===== config.mk =====
export PLATFORM = sky130hd
export DESIGN_NAME = multi_key_debounce_long_press
export DESIGN_NICKNAME = d
export VERILOG_FILES = /design/src/hdl/mkd_pkg.sv /design/src/hdl/mkd_key.sv /design/src/hdl/multi_key_debounce_long_press.sv
export SDC_FILE = /design/constraint.sdc
export NUM_CORES = 1
export LEC_CHECK = 0
export BUFFER_PORTS_ARGS = -buffer_cell sky130_fd_sc_hd__buf_2
export CAP_MARGIN = 15
export CORE_MARGIN = 5
export CORE_UTILIZATION = 60
export CTS_CLUSTER_SIZE = 28
export DETAILED_ROUTE_END_ITERATION = 6
export GPL_TIMING_DRIVEN = 0
export PLACE_DENSITY_LB_ADDON = 0.08
export SLEW_MARGIN = 20
export SYNTH_ARGS = -nofsm -noshare
export SYNTH_HDL_FRONTEND = slang
export SYNTH_SLANG_ARGS = --single-unit

===== constraint.sdc =====
create_clock -name clk -period 4.6 [get_ports clk]
set_input_delay 0.46 -clock clk [delete_from_list [all_inputs] [get_ports clk]]
set_output_delay 0.46 -clock clk [all_outputs]
set_load 0.005 [all_outputs]

===== src/hdl/mkd_pkg.sv =====
// mkd_pkg: shared widths, register indexes, reset values and types for the
// multi-key debounce block; no dependencies
package mkd_pkg;

    localparam int PHYS_KEYS  = 4;
    localparam int HOLD_W     = 16;
    localparam int WIN_W      = 8;
    localparam int STEP_W     = 8;
    localparam int CFG_IDX_W  = 3;
    localparam int CFG_DATA_W = 16;
    localparam int IN_DATA_W  = 8;
    localparam int OUT_DATA_W = 16;

    localparam logic [HOLD_W-1:0] HOLD_MAX = '1;

    // register indexes
    localparam logic [CFG_IDX_W-1:0] REG_THRESHOLD_0 = 3'd0;
    localparam logic [CFG_IDX_W-1:0] REG_THRESHOLD_1 = 3'd1;
    localparam logic [CFG_IDX_W-1:0] REG_THRESHOLD_2 = 3'd2;
    localparam logic [CFG_IDX_W-1:0] REG_THRESHOLD_3 = 3'd3;
    localparam logic [CFG_IDX_W-1:0] REG_LONG_WINDOW = 3'd4;
    localparam logic [CFG_IDX_W-1:0] REG_HOLD_STEP   = 3'd5;
    localparam logic [CFG_IDX_W-1:0] REG_LONG_ENABLE = 3'd6;

    // reset values
    localparam logic [HOLD_W-1:0] THRESHOLD_0_RST = 16'd1000;
    localparam logic [HOLD_W-1:0] THRESHOLD_1_RST = 16'd2000;
    localparam logic [HOLD_W-1:0] THRESHOLD_2_RST = 16'd3000;
    localparam logic [HOLD_W-1:0] THRESHOLD_3_RST = 16'd4000;
    localparam logic [WIN_W-1:0]  LONG_WINDOW_RST = 8'd20;
    localparam logic [STEP_W-1:0] HOLD_STEP_RST   = 8'd4;
    localparam logic              LONG_ENABLE_RST = 1'b1;

    typedef struct packed {
        logic [HOLD_W-1:0] threshold;
        logic [WIN_W-1:0]  window;
        logic [STEP_W-1:0] hold_step;
        logic              enable;
    } key_cfg_t;

    typedef struct packed {
        logic click;
        logic long_press;
        logic pressed;
    } key_res_t;

endpackage


===== src/hdl/mkd_key.sv =====
// mkd_key: per-key sample history, debounced level and hold timer
// depends on mkd_pkg
module mkd_key
    import mkd_pkg::*;
#(
    parameter int HISTORY_BITS = 8
)
(
    input  logic     clk,
    input  logic     rst_n,
    input  logic     step,
    input  logic     level,
    input  key_cfg_t cfg,
    output key_res_t res
);

    logic [HISTORY_BITS-1:0] history_reg;
    logic [HISTORY_BITS-1:0] history_next;
    logic                    debounced_reg;
    logic                    debounced_next;
    logic [HOLD_W-1:0]       hold_reg;
    logic [HOLD_W-1:0]       hold_next;
    logic [HOLD_W:0]         hold_sum;
    logic [HOLD_W:0]         long_limit;

    always_comb
    begin
        history_next   = {history_reg[HISTORY_BITS-2:0], level};
        debounced_next = debounced_reg;
        hold_next      = hold_reg;
        hold_sum       = {1'b0, hold_reg} + {{(HOLD_W+1-STEP_W){1'b0}}, cfg.hold_step};
        long_limit     = {1'b0, cfg.threshold} + {{(HOLD_W+1-WIN_W){1'b0}}, cfg.window};
        if (history_next == '0)
        begin
            debounced_next = 1'b0;
            hold_next      = hold_sum[HOLD_W] ? HOLD_MAX : hold_sum[HOLD_W-1:0];
        end
        else if (history_next == '1)
        begin
            debounced_next = 1'b1;
        end
        else
        begin
            hold_next = '0;
        end
        // previous level always equals the debounced level left by the last item
        res.click      = !debounced_reg && debounced_next;
        res.long_press = cfg.enable && (hold_next != '0) && (hold_next >= cfg.threshold)
                         && ({1'b0, hold_next} <= long_limit);
        res.pressed    = !debounced_next;
    end

    always_ff @(posedge clk or negedge rst_n)
    begin
        if (!rst_n)
        begin
            history_reg   <= '1;
            debounced_reg <= 1'b1;
            hold_reg      <= '0;
        end
        else if (step)
        begin
            history_reg   <= history_next;
            debounced_reg <= debounced_next;
            hold_reg      <= hold_next;
        end
    end

endmodule


===== src/hdl/multi_key_debounce_long_press.sv =====
// multi_key_debounce_long_press: top level with stream ports, register file
// and result register; depends on mkd_pkg and mkd_key
//
// One scan tick per item, one item per clock cycle sustained while
// m_axis_tready holds. An accepted item waits in the input register until
// the result register can take it; then each key unit updates its history,
// debounced level and hold timer and the masks are loaded into the result
// register together. The input register also absorbs one item while the
// result waits downstream. Keys at or above NUM_KEYS report zero in every mask.
module multi_key_debounce_long_press
    import mkd_pkg::*;
#(
    parameter int NUM_KEYS     = 4,
    parameter int HISTORY_BITS = 8
)
(
    input  logic                  clk,
    input  logic                  rst_n,
    input  logic                  s_axis_tvalid,
    output logic                  s_axis_tready,
    // key0_level, key1_level, key2_level, wake_level, zero padding
    input  logic [IN_DATA_W-1:0]  s_axis_tdata,
    output logic                  m_axis_tvalid,
    input  logic                  m_axis_tready,
    // click_mask[3:0], long_mask[7:4], stable_pressed_mask[11:8], zero padding
    output logic [OUT_DATA_W-1:0] m_axis_tdata,
    input  logic                  cfg_we,
    input  logic [CFG_IDX_W-1:0]  cfg_index,
    input  logic [CFG_DATA_W-1:0] cfg_data
);

    localparam int ACTIVE_KEYS = (NUM_KEYS < PHYS_KEYS) ? NUM_KEYS : PHYS_KEYS;
    localparam logic [PHYS_KEYS-1:0] ACTIVE_MASK = PHYS_KEYS'((1 << ACTIVE_KEYS) - 1);

    logic [HOLD_W-1:0]    threshold_reg [PHYS_KEYS];
    logic [WIN_W-1:0]     long_window_reg;
    logic [STEP_W-1:0]    hold_step_reg;
    logic                 long_enable_reg;

    logic                 in_valid_reg;
    logic [PHYS_KEYS-1:0] in_level_reg;
    logic                 out_valid_reg;
    logic [PHYS_KEYS-1:0] click_reg;
    logic [PHYS_KEYS-1:0] long_reg;
    logic [PHYS_KEYS-1:0] pressed_reg;

    logic                 advance;
    logic                 step;
    logic [PHYS_KEYS-1:0] key_level;
    key_res_t             key_res [PHYS_KEYS];

    assign advance       = !out_valid_reg || m_axis_tready;
    assign step          = in_valid_reg && advance;
    assign s_axis_tready = !in_valid_reg || advance;
    assign m_axis_tvalid = out_valid_reg;
    assign m_axis_tdata  = {{(OUT_DATA_W-3*PHYS_KEYS){1'b0}}, pressed_reg, long_reg, click_reg};

    // wake key is active high, the others active low
    assign key_level = {~in_level_reg[3], in_level_reg[2:0]};

    always_ff @(posedge clk or negedge rst_n)
    begin
        if (!rst_n)
        begin
            threshold_reg[0] <= THRESHOLD_0_RST;
            threshold_reg[1] <= THRESHOLD_1_RST;
            threshold_reg[2] <= THRESHOLD_2_RST;
            threshold_reg[3] <= THRESHOLD_3_RST;
            long_window_reg  <= LONG_WINDOW_RST;
            hold_step_reg    <= HOLD_STEP_RST;
            long_enable_reg  <= LONG_ENABLE_RST;
        end
        else if (cfg_we)
        begin
            unique case (cfg_index)
                REG_THRESHOLD_0: threshold_reg[0] <= cfg_data[HOLD_W-1:0];
                REG_THRESHOLD_1: threshold_reg[1] <= cfg_data[HOLD_W-1:0];
                REG_THRESHOLD_2: threshold_reg[2] <= cfg_data[HOLD_W-1:0];
                REG_THRESHOLD_3: threshold_reg[3] <= cfg_data[HOLD_W-1:0];
                REG_LONG_WINDOW: long_window_reg  <= cfg_data[WIN_W-1:0];
                REG_HOLD_STEP:   hold_step_reg    <= cfg_data[STEP_W-1:0];
                REG_LONG_ENABLE: long_enable_reg  <= cfg_data[0];
                default:         ;
            endcase
        end
    end

    always_ff @(posedge clk or negedge rst_n)
    begin
        if (!rst_n)
        begin
            in_valid_reg  <= 1'b0;
            out_valid_reg <= 1'b0;
        end
        else
        begin
            if (s_axis_tready)
            begin
                in_valid_reg <= s_axis_tvalid;
            end
            if (advance)
            begin
                out_valid_reg <= in_valid_reg;
            end
        end
    end

    always_ff @(posedge clk)
    begin
        if (s_axis_tvalid && s_axis_tready)
        begin
            in_level_reg <= s_axis_tdata[PHYS_KEYS-1:0];
        end
    end

    genvar k;
    generate
        for (k = 0; k < PHYS_KEYS; k++)
        begin : g_key
            if (k < NUM_KEYS)
            begin : g_on
                key_cfg_t key_cfg;

                assign key_cfg.threshold = threshold_reg[k];
                assign key_cfg.window    = long_window_reg;
                assign key_cfg.hold_step = hold_step_reg;
                assign key_cfg.enable    = long_enable_reg;

                mkd_key #(
                    .HISTORY_BITS (HISTORY_BITS)
                ) u_key (
                    .clk   (clk),
                    .rst_n (rst_n),
                    .step  (step),
                    .level (key_level[k]),
                    .cfg   (key_cfg),
                    .res   (key_res[k])
                );
            end
            else
            begin : g_off
                assign key_res[k] = '0;
            end
        end
    endgenerate

    always_ff @(posedge clk)
    begin
        if (step)
        begin
            for (int i = 0; i < PHYS_KEYS; i++)
            begin
                click_reg[i]   <= key_res[i].click;
                long_reg[i]    <= key_res[i].long_press;
                pressed_reg[i] <= key_res[i].pressed;
            end
        end
    end

    a_click_not_pressed: assert property (@(posedge clk) disable iff (!rst_n)
        out_valid_reg |-> ((click_reg & pressed_reg) == '0))
        else $error("click reported on a key that is still pressed");

    a_absent_keys_quiet: assert property (@(posedge clk) disable iff (!rst_n)
        out_valid_reg |-> (((click_reg | long_reg | pressed_reg) & ~ACTIVE_MASK) == '0))
        else $error("absent key shows activity");

    a_no_overwrite: assert property (@(posedge clk) disable iff (!rst_n)
        (in_valid_reg && !advance) |=> in_valid_reg)
        else $error("waiting item dropped from input register");

    a_ready_when_room: assert property (@(posedge clk) disable iff (!rst_n)
        s_axis_tready |-> (!in_valid_reg || !out_valid_reg || m_axis_tready))
        else $error("ready raised with both registers full and stalled");

endmodule

Word level (Yosys, flattened, before mapping)
Index checks and enable logic that the tools add are counted.
Cells by class
  $add $sub $neg: 8
  $mul: 0
  div/mod/pow operators: 0
  $lt $le $gt $ge: 8
  eq/ne operators: 10
  shift operators: 0
  mux-type cells: 20
  bitwise gates (word level): 1
  reduce and logical (&&, ||, !) cells: 46
Operator list (number)
  16-bit 2-to-1 mux: 12
  16-bit by 8-bit adder with 17-bit output: 8
  16-bit by 17-bit <= comparator with 1-bit output: 4
  16-bit >= comparator: 4
  16-bit nonzero test: 4
  8-bit == test (second input constant): 4
  8-bit zero test: 4
  1-bit logical AND: 18
  2-bit AND reduction: 7
  1-bit zero test: 10
  3-bit == test (second input constant): 3
  1-bit 2-to-1 mux: 8
  3-bit by 2-bit == test with 1-bit output (second input constant): 2
  3-bit by 1-bit == test with 1-bit output (second input constant): 1
  3-bit zero test: 1
  1-bit logical OR: 2
  1-bit NOT: 1
Storage, ports and cells
  register bits after elaboration: 195
  latch bits: 0
  bits in writable memories: 0
  ROM bits: 0
  input port bits: 32
  output and inout bits: 18
  logic and storage cells: 118
  memories kept: 0

Depth between registers and ports, before layout
  word-level depth: 8
  gate-level depth with buffers: 17
  gate-level depth less buffers: 17

By module
A second synthesis with hierarchy kept.
Second synthesis, totals
  cells, all modules: 1593
  area, all modules: 15937.8 µm²
By module, submodules not included
  multi_key_debounce_long_press: instances 1, cells an instance 207, area an instance 3828.7 µm²
  mkd_key (g_key[0].g_on.u_key): instances 1, cells an instance 353, area an instance 3128.0 µm²
  mkd_key (g_key[3].g_on.u_key): instances 1, cells an instance 356, area an instance 3119.2 µm²
  mkd_key (g_key[1].g_on.u_key): instances 1, cells an instance 342, area an instance 2947.8 µm²
  mkd_key (g_key[2].g_on.u_key): instances 1, cells an instance 335, area an instance 2914.0 µm²

Worst setup path after synthesis
Ideal clock, no wire load.
  path type: flip-flop to flip-flop
  start point: reg long_window_reg[0]
  end point: reg long_reg[2], data pin
  library setup time: 0.207 ns
  arrival: 3.871 ns
  setup slack: 0.522 ns
  stages on the path, launching flop included: 18
  buffers on the path: 0
  period minus slack after synthesis: 4.078 ns
  cells stage by stage: dfrtp_1 > ha_1 > fa_1 > a211oi_1 > o21ai_0 > a31o_2 > and3_1 > and3_1 > and3_1 > xnor2_1 > ha_1 > a21o_1 > a21oi_1 > and3_1 > o31ai_1 > o21ai_0 > o21ai_0 > a2111oi_0
RTL lines
  start: declaration: line multi_key_debounce_long_press.sv:36  | logic [WIN_W-1:0] long_window_reg;
  start signal: assignment: line multi_key_debounce_long_press.sv:80  | REG_LONG_WINDOW: long_window_reg <= cfg_data[WIN_W-1:0];
  end signal: indexed assignment: line multi_key_debounce_long_press.sv:154  | long_reg[i] <= key_res[i].long_press;
  end: declaration: line multi_key_debounce_long_press.sv:44  | logic [PHYS_KEYS-1:0] long_reg;

==> metrics.txt <==
CP Launch Type=flip-flop; clock-pin transition on the worst setup and hold timing paths=80 ps; PD cells=408 nW/um^2; Final Critical Period=4380 ps; number of setup violations in the final report=0; Design Power=just under 7000 uW; Ys Warns=0; cts bufs inserted=17; H-tree depth=4; commonest non-fill, non-tap cell in the layout=nand2_1; most frequent cells in the layout=339 x nand2_1, 175 x ha_1, 123 x o21ai_0, 115 x dfrtp_1, 110 x inv_1; critical path type=reg2reg; LEAKAGE=0.00768 uW; outcome=finished, final reports clean; drt total wl=around 46000 um; CORE AREA=25300 um^2; maximum VDD drop=0.358 mV; wire length per cell=20.6 um; Yosys cell types=87; worst-margin pin slew=1070 ps; CP Max Fanout=5; I/O Buffers=39; number of global-route vias before repair=13168; Fmax=between 0.2 and 0.25 GHz; Synth Cell Area=15500 um^2; final period utilization=95.3%; clock buffer depth=2; number of synthesized flops with an enable pin=16; Worst Path Required=4860 ps; Hold WC Path Type=in2async; normalized max-slew margin=between 20% and 30%; Layout area overhead=9.82%; CTS sink count=between 150 and 200; Initial DRT Pass Iterations=5; pre-CTS setup slack=-475 ps; drt drc=0; initial antenna violation count=0; nets@finish=2093; Initial Utilization=61.3%; Post-DRT Antenna Nets=0; DR iter-0 viols=1139; largest net degree at the start of global routing=98; GRT Util Overall=around a third; Final Hold Violating Endpoints=0; Crit. End Element=flip-flop; asr flop ratio synth=91.8%; Die Y=171 um; die area=29100 um^2; routed vias=14095; Die X-Extent=171 um; clock root buffer=clkbuf_16; flop2flop setup slack=220 ps; grt ovf=0; register bit total from synthesis=195; Arr. time, crit path=4650 ps; Synth Instances=around 1800; first-pass GRT wire length=71600 um; dpl hpwl=33200 um; Final Wtd Congestion=between 0.9 and 1; TritonCTS clock tree=built; Ports=50; Cell Rows=58; share of cells above drive strength 1=13.0%; clk_lat worst skew=450 ps; post-synthesis sequential area ratio=approximately a third; hold_buf cts=0; Worst Slack Setup Final=~220 ps; Slew Limit Fails=0; skew final=approximately 14 ps; via/cell ratio=approximately 6.3; max capacitance violation total=0; synthesized area per cell=about 8.6 um^2; Top FF cell, synth=dfrtp_1
==> stage by stage <==
stage / instance area [um^2] / std cells / hold WS [ps] / setup TNS, ps / utilization, %
CTS: 16800 / 2212 / 39.9 / -40.2 / 66.4
floorplan: 15500 / 1809 / 164 / 0 / -
global placement: 16100 / 2178 / 452 / -511 / 63.7
detailed placement: 16200 / 2180 / 460 / -749 / 64.0
global route: 17000 / 2220 / 68.1 / -0.694 / 67.3
finish: 17000 / 2221 / 12.1 / 0 / 67.3
==> worst paths after layout <==
check / start / endpoint / cells past startpoint
setup / recovery: hold_step_reg[0] / long_reg[3] / 14
hold / removal: rst_n / g_key[3].g_on.u_key.hold_reg[11] / 1
setup reg to reg: hold_step_reg[0] / long_reg[3] / 14
hold reg to reg: g_key[0].g_on.u_key.history_reg[6] / g_key[0].g_on.u_key.history_reg[6] / 2
max in group asynchronous: rst_n / g_key[2].g_on.key_cfg[28] / 2
min in group clk: s_axis_tdata[2] / in_level_reg[2] / 1
==> synth_stat cells, types with 6 or more instances <==
master / n / area (um^2)
nor2b_1: 12 / 75.1
nand4b_1: 7 / 61.3
xor2_1: 23 / 201
fa_1: 8 / 160
and4_1: 18 / 158
nand2_1: 339 / 1270
mux2_2: 39 / 439
o31ai_1: 6 / 45.0
and2_1: 12 / 75.1
nand2b_1: 17 / 106
a22oi_1: 10 / 75.1
a21o_1: 28 / 210
nand4_1: 35 / 219
dfrtp_1: 118 / 2950
or2_2: 6 / 37.5
or4_1: 8 / 60.1
nor3_1: 36 / 180
o21a_1: 9 / 67.6
o211ai_1: 15 / 113
nor2_1: 85 / 319
nor3b_1: 9 / 67.6
nand3_1: 42 / 210
dfstp_2: 61 / 1600
clkbuf_1: 43 / 161
inv_1: 110 / 413
o21ai_0: 126 / 631
a211oi_1: 21 / 158
a31oi_1: 32 / 200
and3_1: 20 / 125
or3_1: 11 / 68.8
a311oi_1: 7 / 61.3
a31o_2: 6 / 52.6
xnor2_1: 56 / 490
edfxtp_1: 16 / 480
o21bai_1: 17 / 128
ha_1: 176 / 2200
a21oi_1: 93 / 465
o2111ai_1: 6 / 52.6
nor4_1: 16 / 100
==> layer usage <==
metal  wire, um  vias up  GRT usage [%]
met5          0        -              0
met4       2120        0           14.2
met3       3040      101           5.43
met2      20600      517           49.1
met1      20000     6760           42.8
li1           -     6717              -
==> cells by family (layout without fill, tap and decap cells) <==
| family | after synthesis | after routing | synth area share (%) |
|---|---|---|---|
| xor gates and xnor gates | 79 | 79 | 4.47 |
| buffers and inverters | 162 | 243 | 4.11 |
| AOI/OAI and AO/OA | 442 | 442 | 18.5 |
| DFF | 195 | 195 | 32.6 |
| adders and majority gates | 189 | 189 | 15.6 |
| and+or+nand+nor | 694 | 694 | 21.6 |
| muxes | 44 | 44 | 3.16 |
| other | 1 | 5 | 0.0242 |
==> worst max-delay path, stage by stage (launching register included) <==
cell and delay (ps):
dfrtp_1 490, ha_1 300, fa_1 470, a211oi_2 410, o211a_1 270, nor3_1 130, o311ai_2 350, inv_1 110
ha_1 330, nand3_1 110, nor2_1 230, nand2_1 110, or4_1 550, o211a_1 150, a211oi_1 210
==> repair_timing <==
action | 4_1_cts | 5_1_grt
pin swaps | 0 | 9
resized for setup | 10 | 34
setup endpoints to repair | 3 | 4
buffers inserted | 0 | 8
==> power breakdown <==
part | switching [uW] | internal (uW)
Clock | 722 | 801
Sequential | 345 | 2090
Combinational | 1770 | 1200
Total | 2840 | 4090
==> cell type report <==
cell class,instances,area [um^2]
plain buffers,51,220
diodes,1,2.50
clock buffers,24,515
repair buffers,49,320
fillers,2144,8260
inverters,111,417
clock inverters,8,65.1
well taps,330,413
multi-input cells,1452,10000
flip-flops and latches,195,5040
Note: power is estimated with default switching activity, not from simulation.
